--- config.mk ---
export PLATFORM = sky130hd
export DESIGN_NAME = c_subset_token_classifier
export DESIGN_NICKNAME = d
export VERILOG_FILES = /design/src/sv/ctc_pkg.sv /design/src/sv/ctc_dedup.sv /design/src/sv/c_subset_token_classifier.sv
export SDC_FILE = /design/constraint.sdc
export NUM_CORES = 2
export LEC_CHECK = 0
export ABC_CLOCK_PERIOD_IN_PS = 35700
export BUFFER_PORTS_ARGS = -buffer_cell sky130_fd_sc_hd__buf_2
export CAP_MARGIN = 40
export CORE_MARGIN = 1.5
export CORE_UTILIZATION = 40
export DETAILED_ROUTE_END_ITERATION = 10
export HOLD_SLACK_MARGIN = 0.08
export PLACE_DENSITY = 0.65
export SYNTH_ARGS = -nofsm -noshare
export SYNTH_HDL_FRONTEND = slang
export SYNTH_SLANG_ARGS = --single-unit
--- constraint.sdc ---
create_clock -name clk -period 35.7 [get_ports clk]
set_clock_uncertainty 0.15 [all_clocks]
set_input_delay 1.785 -clock clk [delete_from_list [all_inputs] [get_ports clk]]
set_output_delay 1.785 -clock clk [all_outputs]
set_load 0.03 [all_outputs]
--- src/sv/ctc_pkg.sv ---
`default_nettype none
package ctc_pkg;

    localparam int MAX_TOKEN_LEN_DEF = 16;
    localparam int TABLE_DEPTH_DEF   = 16;

    localparam logic [2:0] CLS_DELIM = 3'd0;
    localparam logic [2:0] CLS_OPER  = 3'd1;
    localparam logic [2:0] CLS_IDENT = 3'd2;
    localparam logic [2:0] CLS_KEYW  = 3'd3;
    localparam logic [2:0] CLS_CONST = 3'd4;
    localparam logic [2:0] CLS_LIT   = 3'd5;

    localparam logic [1:0] GRP_DELIM = 2'd0;
    localparam logic [1:0] GRP_OPER  = 2'd1;
    localparam logic [1:0] GRP_IDENT = 2'd2;

    localparam logic [1:0] ERR_NONE  = 2'd0;
    localparam logic [1:0] ERR_LONG  = 2'd1;
    localparam logic [1:0] ERR_FULL  = 2'd2;
    localparam logic [1:0] ERR_UNTRM = 2'd3;

    // Requests from the lexer to the dedup table.
    typedef struct packed {
        logic       start;
        logic       clear;
        logic [1:0] group;
    } ctc_req_t;

    typedef struct packed {
        logic done;
        logic first_seen;
        logic full;
    } ctc_rsp_t;

    function automatic logic is_digit(input logic [7:0] c);
        return (c >= 8'h30) && (c <= 8'h39);
    endfunction

    function automatic logic is_ident(input logic [7:0] c);
        return ((c >= 8'h61) && (c <= 8'h7a)) || ((c >= 8'h41) && (c <= 8'h5a)) ||
               is_digit(c) || (c == 8'h5f) || (c == 8'h2e);
    endfunction

    function automatic logic is_oper(input logic [7:0] c);
        return (c == 8'h2b) || (c == 8'h2d) || (c == 8'h2a) || (c == 8'h2f) ||
               (c == 8'h3d) || (c == 8'h3c) || (c == 8'h3e) || (c == 8'h25);
    endfunction

    function automatic logic is_delim(input logic [7:0] c);
        return (c == 8'h7d) || (c == 8'h7b) || (c == 8'h3b) || (c == 8'h28) ||
               (c == 8'h29) || (c == 8'h5b) || (c == 8'h5d) || (c == 8'h2c);
    endfunction

    function automatic logic is_quote(input logic [7:0] c);
        return c == 8'h22;
    endfunction

    // first5 holds the first five token bytes, first byte lowest.
    function automatic logic is_keyword(input logic [39:0] first5, input logic [5:0] len);
        logic r;
        r = ((len == 6'd3) && (first5[23:0] == 24'h746e69)) ||
            ((len == 6'd4) && (first5[31:0] == 32'h64696f76)) ||
            ((len == 6'd4) && (first5[31:0] == 32'h6e69616d)) ||
            ((len == 6'd4) && (first5[31:0] == 32'h72616863)) ||
            ((len == 6'd5) && (first5 == 40'h74616f6c66));
        return r;
    endfunction

endpackage
`default_nettype wire

--- src/sv/ctc_dedup.sv ---
`default_nettype none
module ctc_dedup
    import ctc_pkg::*;
#(
    parameter int MAX_TOKEN_LEN = MAX_TOKEN_LEN_DEF,
    parameter int TABLE_DEPTH   = TABLE_DEPTH_DEF
) (
    input  wire logic                                   clk,
    input  wire logic                                   rst_n,
    input  wire ctc_req_t                               req,
    input  wire logic [MAX_TOKEN_LEN*8-1:0]             chars,
    input  wire logic [$clog2(MAX_TOKEN_LEN+1)-1:0]     len,
    output ctc_rsp_t                                    rsp
);

    localparam int IDX_W = $clog2(TABLE_DEPTH);
    localparam int CNT_W = $clog2(MAX_TOKEN_LEN + 1);
    localparam int EW    = MAX_TOKEN_LEN * 8 + CNT_W + 2;

    logic [EW-1:0]    mem [TABLE_DEPTH];
    logic [EW-1:0]    rd_data_reg;
    logic [TABLE_DEPTH-1:0] valid_reg;
    logic             busy_reg;
    logic [IDX_W:0]   ptr_reg;
    logic             chk_reg;
    logic [IDX_W-1:0] chk_idx_reg;
    logic             free_found_reg;
    logic [IDX_W-1:0] free_idx_reg;
    logic             done_reg;
    logic             first_reg;
    logic             full_reg;

    logic [MAX_TOKEN_LEN*8-1:0] ent_chars;
    logic [CNT_W-1:0] ent_len;
    logic [1:0]       ent_grp;
    logic             bytes_eq;
    logic             ent_valid;
    logic             hit;
    logic             is_free;
    logic             is_last;
    logic             have_slot;
    logic [IDX_W-1:0] slot;
    logic             stop;
    logic             issue;
    logic             wr_en;

    assign ent_chars = rd_data_reg[MAX_TOKEN_LEN*8-1:0];
    assign ent_len   = rd_data_reg[MAX_TOKEN_LEN*8 +: CNT_W];
    assign ent_grp   = rd_data_reg[EW-1 -: 2];

    always_comb
    begin
        bytes_eq = 1'b1;
        for (int i = 0; i < MAX_TOKEN_LEN; i++)
        begin
            if ((CNT_W'(i) < len) && (chars[i*8 +: 8] != ent_chars[i*8 +: 8]))
            begin
                bytes_eq = 1'b0;
            end
        end
    end

    assign ent_valid = valid_reg[chk_idx_reg];
    assign hit       = chk_reg && ent_valid && (ent_grp == req.group) &&
                       (ent_len == len) && bytes_eq;
    assign is_free   = chk_reg && !ent_valid;
    assign is_last   = chk_reg && (chk_idx_reg == IDX_W'(TABLE_DEPTH - 1));
    assign have_slot = free_found_reg || is_free;
    assign slot      = free_found_reg ? free_idx_reg : chk_idx_reg;
    assign stop      = hit || is_last;
    assign issue     = busy_reg && !stop && (ptr_reg < (IDX_W+1)'(TABLE_DEPTH));
    assign wr_en     = busy_reg && is_last && !hit && have_slot;

    always_ff @(posedge clk)
    begin
        if (wr_en)
        begin
            mem[slot] <= {req.group, len, chars};
        end
        if (issue)
        begin
            rd_data_reg <= mem[ptr_reg[IDX_W-1:0]];
        end
    end

    always_ff @(posedge clk or negedge rst_n)
    begin
        if (!rst_n)
        begin
            valid_reg      <= '0;
            busy_reg       <= 1'b0;
            ptr_reg        <= '0;
            chk_reg        <= 1'b0;
            chk_idx_reg    <= '0;
            free_found_reg <= 1'b0;
            free_idx_reg   <= '0;
            done_reg       <= 1'b0;
            first_reg      <= 1'b0;
            full_reg       <= 1'b0;
        end
        else
        begin
            done_reg  <= busy_reg && stop;
            first_reg <= !hit;
            full_reg  <= !hit && !have_slot;
            if (req.clear)
            begin
                valid_reg <= '0;
            end
            else if (wr_en)
            begin
                valid_reg[slot] <= 1'b1;
            end
            if (req.start)
            begin
                busy_reg       <= 1'b1;
                ptr_reg        <= '0;
                chk_reg        <= 1'b0;
                free_found_reg <= 1'b0;
            end
            else if (busy_reg)
            begin
                if (stop)
                begin
                    busy_reg <= 1'b0;
                    chk_reg  <= 1'b0;
                end
                else
                begin
                    chk_reg     <= issue;
                    chk_idx_reg <= ptr_reg[IDX_W-1:0];
                    if (issue)
                    begin
                        ptr_reg <= ptr_reg + 1'b1;
                    end
                    if (is_free && !free_found_reg)
                    begin
                        free_found_reg <= 1'b1;
                        free_idx_reg   <= chk_idx_reg;
                    end
                end
            end
        end
    end

    assign rsp.done       = done_reg;
    assign rsp.first_seen = first_reg;
    assign rsp.full       = full_reg;

    a_full_is_first: assert property (@(posedge clk) disable iff (!rst_n)
        done_reg && full_reg |-> first_reg)
        else $error("full table reported on a hit");
    a_no_start_busy: assert property (@(posedge clk) disable iff (!rst_n)
        req.start |-> !busy_reg)
        else $error("lookup started while a walk is running");
    a_done_idle: assert property (@(posedge clk) disable iff (!rst_n)
        done_reg |-> !busy_reg)
        else $error("walk still running after its result");
    a_check_in_walk: assert property (@(posedge clk) disable iff (!rst_n)
        chk_reg |-> busy_reg)
        else $error("entry compared outside a walk");

endmodule
`default_nettype wire

--- src/sv/c_subset_token_classifier.sv ---
`default_nettype none
// Channel   Direction  tdata (low bit up)                         tlast
// s_axis    in         ch[7:0]                                    end_of_string
// m_axis    out        class[2:0] length[7:3] head[71:8]          last_of_run
//                      first_seen[72] error_code[74:73]
//
// A character that finishes no token goes from IDLE to EOS, through PHB unless it extends a run;
// FIN follows when it ends a string. Each token that is checked for repeats walks the dedup
// table: the table memory is read one entry per cycle, stopping early on a hit.
// Literals skip the table. Reset clears the lexer state and every table valid bit at once.
// A stalled output holds the next token back.
module c_subset_token_classifier
    import ctc_pkg::*;
#(
    parameter int MAX_TOKEN_LEN = MAX_TOKEN_LEN_DEF,
    parameter int TABLE_DEPTH   = TABLE_DEPTH_DEF
) (
    input  wire logic        clk,
    input  wire logic        rst_n,
    input  wire logic        s_axis_tvalid,
    output logic             s_axis_tready,
    input  wire logic [7:0]  s_axis_tdata,   // ch
    input  wire logic        s_axis_tlast,
    output logic             m_axis_tvalid,
    input  wire logic        m_axis_tready,
    output logic [79:0]      m_axis_tdata,   // token_class, token_length, token_head,
                                             // first_seen, error_code, zero fill
    output logic             m_axis_tlast
);

    localparam int CNT_W = $clog2(MAX_TOKEN_LEN + 1);
    localparam int PTR_W = $clog2(MAX_TOKEN_LEN);

    localparam logic [2:0] ST_IDLE = 3'd0;
    localparam logic [2:0] ST_PHB  = 3'd1;
    localparam logic [2:0] ST_EOS  = 3'd2;
    localparam logic [2:0] ST_CLS  = 3'd3;
    localparam logic [2:0] ST_WAIT = 3'd4;
    localparam logic [2:0] ST_OUT  = 3'd5;
    localparam logic [2:0] ST_FIN  = 3'd6;

    localparam logic [1:0] MODE_IDLE  = 2'd0;
    localparam logic [1:0] MODE_IDENT = 2'd1;
    localparam logic [1:0] MODE_OPER  = 2'd2;
    localparam logic [1:0] MODE_LIT   = 2'd3;

    localparam logic [1:0] KIND_RUN   = 2'd0;
    localparam logic [1:0] KIND_DELIM = 2'd1;
    localparam logic [1:0] KIND_LIT   = 2'd2;
    localparam logic [1:0] KIND_UNTRM = 2'd3;

    logic [2:0]       state_reg, state_next;
    logic [2:0]       ret_reg, ret_next;
    logic [1:0]       mode_reg, mode_next;
    logic [1:0]       kind_reg, kind_next;
    logic             last_reg, last_next;
    logic [7:0]       c_reg, c_next;
    logic             eos_reg, eos_next;
    logic [CNT_W-1:0] count_reg, count_next;
    logic             long_reg, long_next;
    logic [7:0]       tok_reg [MAX_TOKEN_LEN];
    logic [2:0]       cls_reg, cls_next;
    logic             first_reg, first_next;
    logic             full_reg, full_next;
    logic             out_valid_reg;
    logic [79:0]      out_data_reg;
    logic             out_last_reg;

    logic             push;
    logic [7:0]       push_c;
    logic             load_out;
    logic             tok_clear;
    logic [63:0]      head;
    logic [39:0]      first5;
    logic [MAX_TOKEN_LEN*8-1:0] chars_flat;
    logic [1:0]       err;
    ctc_req_t         req;
    ctc_rsp_t         rsp;

    logic             in_acc;
    logic             cont;
    logic [7:0]       c_in;

    assign in_acc = s_axis_tvalid && s_axis_tready;
    assign c_in   = s_axis_tdata;
    assign s_axis_tready = (state_reg == ST_IDLE);

    assign cont = (mode_reg == MODE_LIT) ||
                  ((mode_reg == MODE_IDENT) && is_ident(c_in)) ||
                  ((mode_reg == MODE_OPER) && is_oper(c_in));

    always_comb
    begin
        head = '0;
        for (int i = 0; i < 8; i++)
        begin
            if (CNT_W'(i) < count_reg)
            begin
                head[i*8 +: 8] = tok_reg[i];
            end
        end
        for (int i = 0; i < 5; i++)
        begin
            first5[i*8 +: 8] = tok_reg[i];
        end
        for (int i = 0; i < MAX_TOKEN_LEN; i++)
        begin
            chars_flat[i*8 +: 8] = tok_reg[i];
        end
    end

    always_comb
    begin
        if (kind_reg == KIND_UNTRM)
        begin
            err = ERR_UNTRM;
        end
        else if (full_reg)
        begin
            err = ERR_FULL;
        end
        else if (long_reg)
        begin
            err = ERR_LONG;
        end
        else
        begin
            err = ERR_NONE;
        end
    end

    assign load_out = (state_reg == ST_OUT) && (!out_valid_reg || m_axis_tready);

    always_comb
    begin
        state_next = state_reg;
        ret_next   = ret_reg;
        mode_next  = mode_reg;
        kind_next  = kind_reg;
        last_next  = last_reg;
        c_next     = c_reg;
        eos_next   = eos_reg;
        cls_next   = cls_reg;
        first_next = first_reg;
        full_next  = full_reg;
        push       = 1'b0;
        push_c     = c_reg;
        tok_clear  = 1'b0;
        req.start  = 1'b0;
        req.clear  = 1'b0;
        req.group  = (cls_reg == CLS_DELIM) ? GRP_DELIM :
                     ((cls_reg == CLS_OPER) ? GRP_OPER : GRP_IDENT);
        case (state_reg)
            ST_IDLE:
            begin
                if (in_acc)
                begin
                    c_next   = c_in;
                    eos_next = s_axis_tlast;
                    push_c   = c_in;
                    if (cont)
                    begin
                        push = 1'b1;
                        if ((mode_reg == MODE_LIT) && is_quote(c_in))
                        begin
                            kind_next  = KIND_LIT;
                            last_next  = 1'b1;
                            ret_next   = ST_EOS;
                            state_next = ST_CLS;
                        end
                        else
                        begin
                            state_next = ST_EOS;
                        end
                    end
                    else if (mode_reg != MODE_IDLE)
                    begin
                        // The open run closes; more tokens may follow from this character.
                        kind_next  = KIND_RUN;
                        last_next  = !(is_delim(c_in) || (s_axis_tlast &&
                                     (is_ident(c_in) || is_oper(c_in) || is_quote(c_in))));
                        ret_next   = ST_PHB;
                        state_next = ST_CLS;
                    end
                    else
                    begin
                        state_next = ST_PHB;
                    end
                end
            end
            ST_PHB:
            begin
                state_next = ST_EOS;
                if (is_ident(c_reg))
                begin
                    mode_next = MODE_IDENT;
                    push      = 1'b1;
                end
                else if (is_oper(c_reg))
                begin
                    mode_next = MODE_OPER;
                    push      = 1'b1;
                end
                else if (is_quote(c_reg))
                begin
                    mode_next = MODE_LIT;
                    push      = 1'b1;
                end
                else if (is_delim(c_reg))
                begin
                    push       = 1'b1;
                    kind_next  = KIND_DELIM;
                    last_next  = 1'b1;
                    ret_next   = ST_EOS;
                    state_next = ST_CLS;
                end
            end
            ST_EOS:
            begin
                if (!eos_reg)
                begin
                    state_next = ST_IDLE;
                end
                else if (mode_reg != MODE_IDLE)
                begin
                    kind_next  = (mode_reg == MODE_LIT) ? KIND_UNTRM : KIND_RUN;
                    last_next  = 1'b1;
                    ret_next   = ST_FIN;
                    state_next = ST_CLS;
                end
                else
                begin
                    state_next = ST_FIN;
                end
            end
            ST_CLS:
            begin
                if (kind_reg == KIND_DELIM)
                begin
                    cls_next = CLS_DELIM;
                end
                else if ((kind_reg == KIND_LIT) || (kind_reg == KIND_UNTRM))
                begin
                    cls_next = CLS_LIT;
                end
                else if (mode_reg == MODE_OPER)
                begin
                    cls_next = CLS_OPER;
                end
                else if (!long_reg && is_keyword(first5, 6'(count_reg)))
                begin
                    cls_next = CLS_KEYW;
                end
                else if ((count_reg != '0) && is_digit(tok_reg[0]))
                begin
                    cls_next = CLS_CONST;
                end
                else
                begin
                    cls_next = CLS_IDENT;
                end
                if (cls_next == CLS_LIT)
                begin
                    first_next = 1'b1;
                    full_next  = 1'b0;
                    state_next = ST_OUT;
                end
                else
                begin
                    req.start  = 1'b1;
                    req.group  = (cls_next == CLS_DELIM) ? GRP_DELIM :
                                 ((cls_next == CLS_OPER) ? GRP_OPER : GRP_IDENT);
                    state_next = ST_WAIT;
                end
            end
            ST_WAIT:
            begin
                if (rsp.done)
                begin
                    first_next = rsp.first_seen;
                    full_next  = rsp.full;
                    state_next = ST_OUT;
                end
            end
            ST_OUT:
            begin
                if (load_out)
                begin
                    tok_clear  = 1'b1;
                    mode_next  = MODE_IDLE;
                    state_next = ret_reg;
                end
            end
            ST_FIN:
            begin
                req.clear  = 1'b1;
                tok_clear  = 1'b1;
                mode_next  = MODE_IDLE;
                state_next = ST_IDLE;
            end
            default:
            begin
                state_next = ST_IDLE;
            end
        endcase
    end

    always_comb
    begin
        count_next = count_reg;
        long_next  = long_reg;
        if (tok_clear)
        begin
            count_next = '0;
            long_next  = 1'b0;
        end
        else if (push)
        begin
            if (count_reg < CNT_W'(MAX_TOKEN_LEN))
            begin
                count_next = count_reg + 1'b1;
            end
            else
            begin
                long_next = 1'b1;
            end
        end
    end

    always_ff @(posedge clk)
    begin
        if (push && !tok_clear && (count_reg < CNT_W'(MAX_TOKEN_LEN)))
        begin
            tok_reg[count_reg[PTR_W-1:0]] <= push_c;
        end
        if (load_out)
        begin
            out_data_reg <= {5'd0, err, first_reg, head, 5'(count_reg), cls_reg};
            out_last_reg <= last_reg;
        end
        c_reg     <= c_next;
        eos_reg   <= eos_next;
        kind_reg  <= kind_next;
        last_reg  <= last_next;
        ret_reg   <= ret_next;
        cls_reg   <= cls_next;
        first_reg <= first_next;
        full_reg  <= full_next;
    end

    always_ff @(posedge clk or negedge rst_n)
    begin
        if (!rst_n)
        begin
            state_reg     <= ST_IDLE;
            mode_reg      <= MODE_IDLE;
            count_reg     <= '0;
            long_reg      <= 1'b0;
            out_valid_reg <= 1'b0;
        end
        else
        begin
            state_reg <= state_next;
            mode_reg  <= mode_next;
            count_reg <= count_next;
            long_reg  <= long_next;
            if (load_out)
            begin
                out_valid_reg <= 1'b1;
            end
            else if (m_axis_tready)
            begin
                out_valid_reg <= 1'b0;
            end
        end
    end

    ctc_dedup #(
        .MAX_TOKEN_LEN (MAX_TOKEN_LEN),
        .TABLE_DEPTH   (TABLE_DEPTH)
    ) u_dedup (
        .clk   (clk),
        .rst_n (rst_n),
        .req   (req),
        .chars (chars_flat),
        .len   (count_reg),
        .rsp   (rsp)
    );

    assign m_axis_tvalid = out_valid_reg;
    assign m_axis_tdata  = out_data_reg;
    assign m_axis_tlast  = out_last_reg;

endmodule
`default_nettype wire
Word level (Yosys, flattened, before mapping). Memories as Yosys holds them, arrays and structs flattened. A register that Yosys moved wholly into a read port is not among the register bits. Index checks and enable logic that the tools add are counted.

Register bits: 143. Memory bits (writable): 2288. Bits of input ports: 13. Output and inout bits: 83. Memories: 2.

Add/sub/neg operators: 2. $lt $le $gt $ge: 35. Eq/ne operators: 95. Muxes and demuxes: 136. Bitwise logic cells: 3. Reduce and logical (&&, ||, !) cells: 138.

Memories: u_dedup.mem (depth 16, bits a word 135, read ports 1, clocked after memory_dff 1, write ports 1, RTL line ctc_dedup.sv:20) `logic [EW-1:0] mem [TABLE_DEPTH];`; tok_reg (depth 16, bits a word 8, read ports 16, clocked after memory_dff 0, write ports 1, RTL line c_subset_token_classifier.sv:61) `logic [7:0] tok_reg [MAX_TOKEN_LEN];`.

Operators with widths (count): $eq 8x6->1 const B (28); $ne 8x8->1 (16); $eq 32x31->1 const B (3); $eq 8x7->1 const B (10); $mux 1 (69); $mux 3 (22); $logic_and 1x1->1 (53); $logic_or 1x1->1 (49); $mux 2 (22); $eq 40x39->1 const B (1); $lt 4x5->1 const A (8); $mux 5 (7); $ge 8x7->1 const B (4); $le 8x7->1 const B (4); $mux 16 (2); $eq 24x23->1 const B (1); $ge 8x6->1 const B (3); $le 8x6->1 const B (3); $lt 3x5->1 const A (4); $ne 2x2->1 const B (10); $pmux 3 s6 (1); $reduce_and 3->1 (6); $reduce_bool 2->1 (9); $mux 8 (2); other kinds (37) (72).

Depth between registers and ports, before layout. An unclocked memory read counts as a cell.

Word-level depth: 30. Gate-level depth with buffers: 14. Mapped depth without buffers: 12.

Hierarchy. From an unflattened synthesis, not the netlist that was laid out.

Cell total of the unflattened synthesis: 4098. Area total of the unflattened synthesis: 97667.4 um^2.

By module, submodules not included: ctc_dedup (times used 1, cells an instance 3502, area an instance 88290.9 um^2, sequential area each 69791.9 um^2); c_subset_token_classifier (times used 1, cells an instance 596, area an instance 9376.5 um^2, sequential area each 6946.7 um^2).

Least setup slack after synthesis. Ideal clock, no wire load.

Path kind: reg-to-reg. From: register count_reg[0]. To: memory u_dedup.mem[0][0] (netlist name) (enable). Setup time: 0.795 ns. Arrival: 12.390 ns. Data required time: 34.755 ns. Path slack: 22.364 ns. Cell stages (with the launch flop): 15. Period minus slack after synthesis: 13.336 ns. Cell sequence: dfrtp_1 -> buf_2 -> inv_1 -> ha_1 -> nor2b_1 -> nand4_1 -> or3b_2 -> nor4_1 -> nor3_1 -> a22o_1 -> o2111a_1 -> a21oi_1 -> nand2_1 -> buf_2 -> nor3_1.

RTL lines: start, declared (RTL line c_subset_token_classifier.sv:59) `logic [CNT_W-1:0] count_reg, count_next;`; start signal, assigned (RTL line c_subset_token_classifier.sv:365) `count_reg <= count_next;`; end, declared (RTL line ctc_dedup.sv:20).

==> flow_summary.ini <==
[logic_synthesis]
synth_edf_count = 2511
synth_top_area_share_pct = 76.4
synth_area_per_cell_um2 = 19.1
yosys.area_share.simple_pct = 2.67
ys_types = 74
synthAdderAreaFrac_pct = 0.0735
synthMostInstantiatedCell = edfxtp_1
synth_area_leaders = edfxtp_1 76%, mux4_2 6.2%, mux2i_1 4.1%
synthArstFlopShare_pct = 1.83
ys_ff_latch = 2566
yosysWarnings = 0
synth_xor_area_share_pct = 1.21
synthCells = 5166
ys_seq_area_share_pct = 77.7
synth_top_family_by_area = multiplexers
synth_compound_area_share_pct = 5.22
synth_top_area_cell = edfxtp_1
synth_area_um2 = 98800
synth_mux_area_share_pct = 12.0
synthFlopType = edfxtp_1
synthTopCellsByCount = 2511 x edfxtp_1, 409 x mux2i_1, 313 x o21ai_0

[setup_path]
cp.arrival_ns = 7.74
cp_top_family = simple AND/OR/NAND/NOR gates
path_buf_inv = 6
cp-start-kind = register
critical_path.cell_chain = buf_16, inv_1, ha_1, nor2b_1, nand4_1, or3b_2, nor4_1, nor3_1, a22o_1, o2111a_1, a21oi_1, buf_4, nand2_1, nor3_2, buf_4, buf_4, buf_12
critical_path.endpoint_type = register
required_ns = 36.14
crit_top_cell = buf_4
cp_slowest_cell = nor3_2
crit_fanout = 30
critPathKind = register to register
slowest_delay_ns = 0.92

[clocking]
cts_setup_buffers = 0
clk_latency_ns = 0.92
holdBufCountCts = 0
cts_root_buf = clkbuf_16
numCtsBuffers = 276
htree_levels = 5
cts_tree = done
ctsResizeCount = 0
clock_path_buffers = 4
numClockSinks = 2566
clkSlewWorstSetupHoldPaths_ns = 0.06

[global_route]
overflow = 0
grt_pass1_wl_mm = 356
grt_pass1_vias = 51100
grt.total_usage_pct = 19.4
grt_max_degree = 144
antenna_found_initial = 19

[layout]
multiInputGateArea_um2 = 21100
fin_cells = 8856
drive_above_1_share_pct = 19.2
syn_to_final_growth_pct = 14.1
fill_cells = 20300
seq_area_um2 = 76800
largest_reg_flops = 2160
nets = 5465

[power_and_ir_drop]
irDropWorstVdd_mv = 0.0834
p_sw_uw = 2570
clockPowerShare_pct = 31.2
intPower_uw = 5880
combPwrFrac_pct = 25.4
p_seq_share_pct = 43.5
p_per_area_nw_per_um2 = 75.0
p_leak_uw = 0.0365
p_sw_share_pct = 30.4

[timing]
slew_headroom_pct = 26.7
rsz0062_at_grt = false
hold_viol = 0
period_share_pct = 20.5
maxSlewViolCount = 0
tightest_slew_ns = 1.10
max_freq_mhz = 137
min_period_ns = 7.30
setup_tns_ns = 0
setup_viol = 0

[drt]
dr_wl_met2_mm = 117
wl_met3_mm = 20.2
via_per_inst = 5.78
dr.pass1.iters = 6
route.detailed.drc = 0
first_iter_violations = 5956
routed.top_layer = met5
routedWlPerCell_um = 27.8
wl_met1_mm = 101
antenna_left = 0
wl_mm = 246
dr_total_vias = 51200

[floorplan]
rows = 182
core_area_um2 = 246000
die_w_um = 500
pin_count = 96
initial_core_util_pct = 40.2
die_area_um2 = 250000
die_h_um = 500

[status]
outcome = finished clean

[placement]
hpwl_mm = 133
gp_congestion = 0.841
dpl.cell_count = 8389
portBuffers = 90

[worst_hold_path]
hold_path.class = register to register

[run]
maxCapViolCount = 0
## final cells by class
type	instances	share of cell area, %
Antenna cell	5	0.0111
Multi-Input combinational cell	2314	18.7
Sequential cell	2566	68.1
Timing Repair Buffer	269	2.30
Inverter	20	0.0666
Tap cell	3220	3.57
Clock inverter	115	0.734
Clock buffer	347	6.48
## worst min-delay path, stage by stage, from the launching register on
cell,delay [ns]
dfrtp_1,0.34
nand2_1,0.05
o21ai_0,0.06
## final timing paths
check                           slack (ns)  cells after the start                        startpoint                          endpoint
worst max-delay path                 28.40                     17          count_reg[0]$_DFFE_PN0P_    u_dedup.mem[12][108]$_DFFE_PP_
worst min-delay path                  0.34                      2  u_dedup.valid_reg[5]$_DFFE_PN0P_  u_dedup.valid_reg[5]$_DFFE_PN0P_
max in group asynchronous            33.90                      2                             rst_n    u_dedup.ptr_reg[0]$_DFFE_PN0P_
worst max register to register       28.40                     17          count_reg[0]$_DFFE_PN0P_    u_dedup.mem[12][108]$_DFFE_PP_
min in group asynchronous             0.82                      2                             rst_n         m_axis_tvalid$_DFFE_PN0P_
worst min register to register        0.34                      2  u_dedup.valid_reg[5]$_DFFE_PN0P_  u_dedup.valid_reg[5]$_DFFE_PN0P_
## layout by cell type (no fill, tap or decap), types with 19 or more instances in the layout
| cell | instances |
|---|---|
| clkinv_2 | 35 |
| a21oi_1 | 169 |
| buf_4 | 125 |
| o21ai_0 | 310 |
| clkbuf_1 | 61 |
| edfxtp_1 | 2511 |
| dfrtp_1 | 43 |
| nor2_1 | 57 |
| mux2i_1 | 409 |
| xnor2_1 | 27 |
| clkbuf_16 | 279 |
| inv_1 | 20 |
| mux4_2 | 274 |
| clkinv_1 | 60 |
| a22oi_1 | 136 |
| buf_2 | 91 |
| and2_1 | 30 |
| nand2_1 | 210 |
| nor2b_1 | 51 |
| nand2b_1 | 19 |
| mux2_2 | 140 |
| xor2_1 | 109 |
| nor3_2 | 20 |
| a221oi_1 | 136 |
| nor4_1 | 27 |
| buf_16 | 27 |
## per-stage QoR
| step | power, uW | worst slack (ns) | util [%] | cell area, um2 | hold slack [ns] |
|---|---|---|---|---|---|
| 3_3_place_gp | 5780 | 28.16 | 42.1 | 103000 | 0.308 |
| 3_5_place_dp | 5860 | 28.51 | 42.6 | 105000 | 0.321 |
| 4_1_cts | 8480 | 28.49 | 45.9 | 113000 | 0.334 |
| 5_1_grt | 8750 | 28.12 | 45.9 | 113000 | 0.355 |
| 2_1_floorplan | 5110 | 22.36 | - | 98800 | 0.250 |
| 6_report | 8450 | 28.40 | 45.9 | 113000 | 0.337 |
## kinds of logic after synthesis
kind of cell	after synthesis
AND/OR/NAND/NOR	523
multiplexers	823
AO/OA/AOI/OAI	821
other	1
XOR/XNOR	136
buffers and inverters	290
flip-flops	2566
adder cells (fa/ha/maj)	6
## power by group through the flow
stage	combinational (uW)	sequential (uW)	clock, uW
floorplan	1420	3690	0
global placement	2050	3740	0
detailed placement	2130	3730	0
CTS	2140	3670	2670
global route	2290	3690	2780
finish	2140	3670	2630
## layer usage
layer  vias up  global-route usage [%]
li1      21600                       -
met1     26800                    27.0
met2      2336                    31.0
met3       468                    3.30
met4         2                    6.44
met5         -                       0
Note: power is estimated with default switching activity, not from simulation.
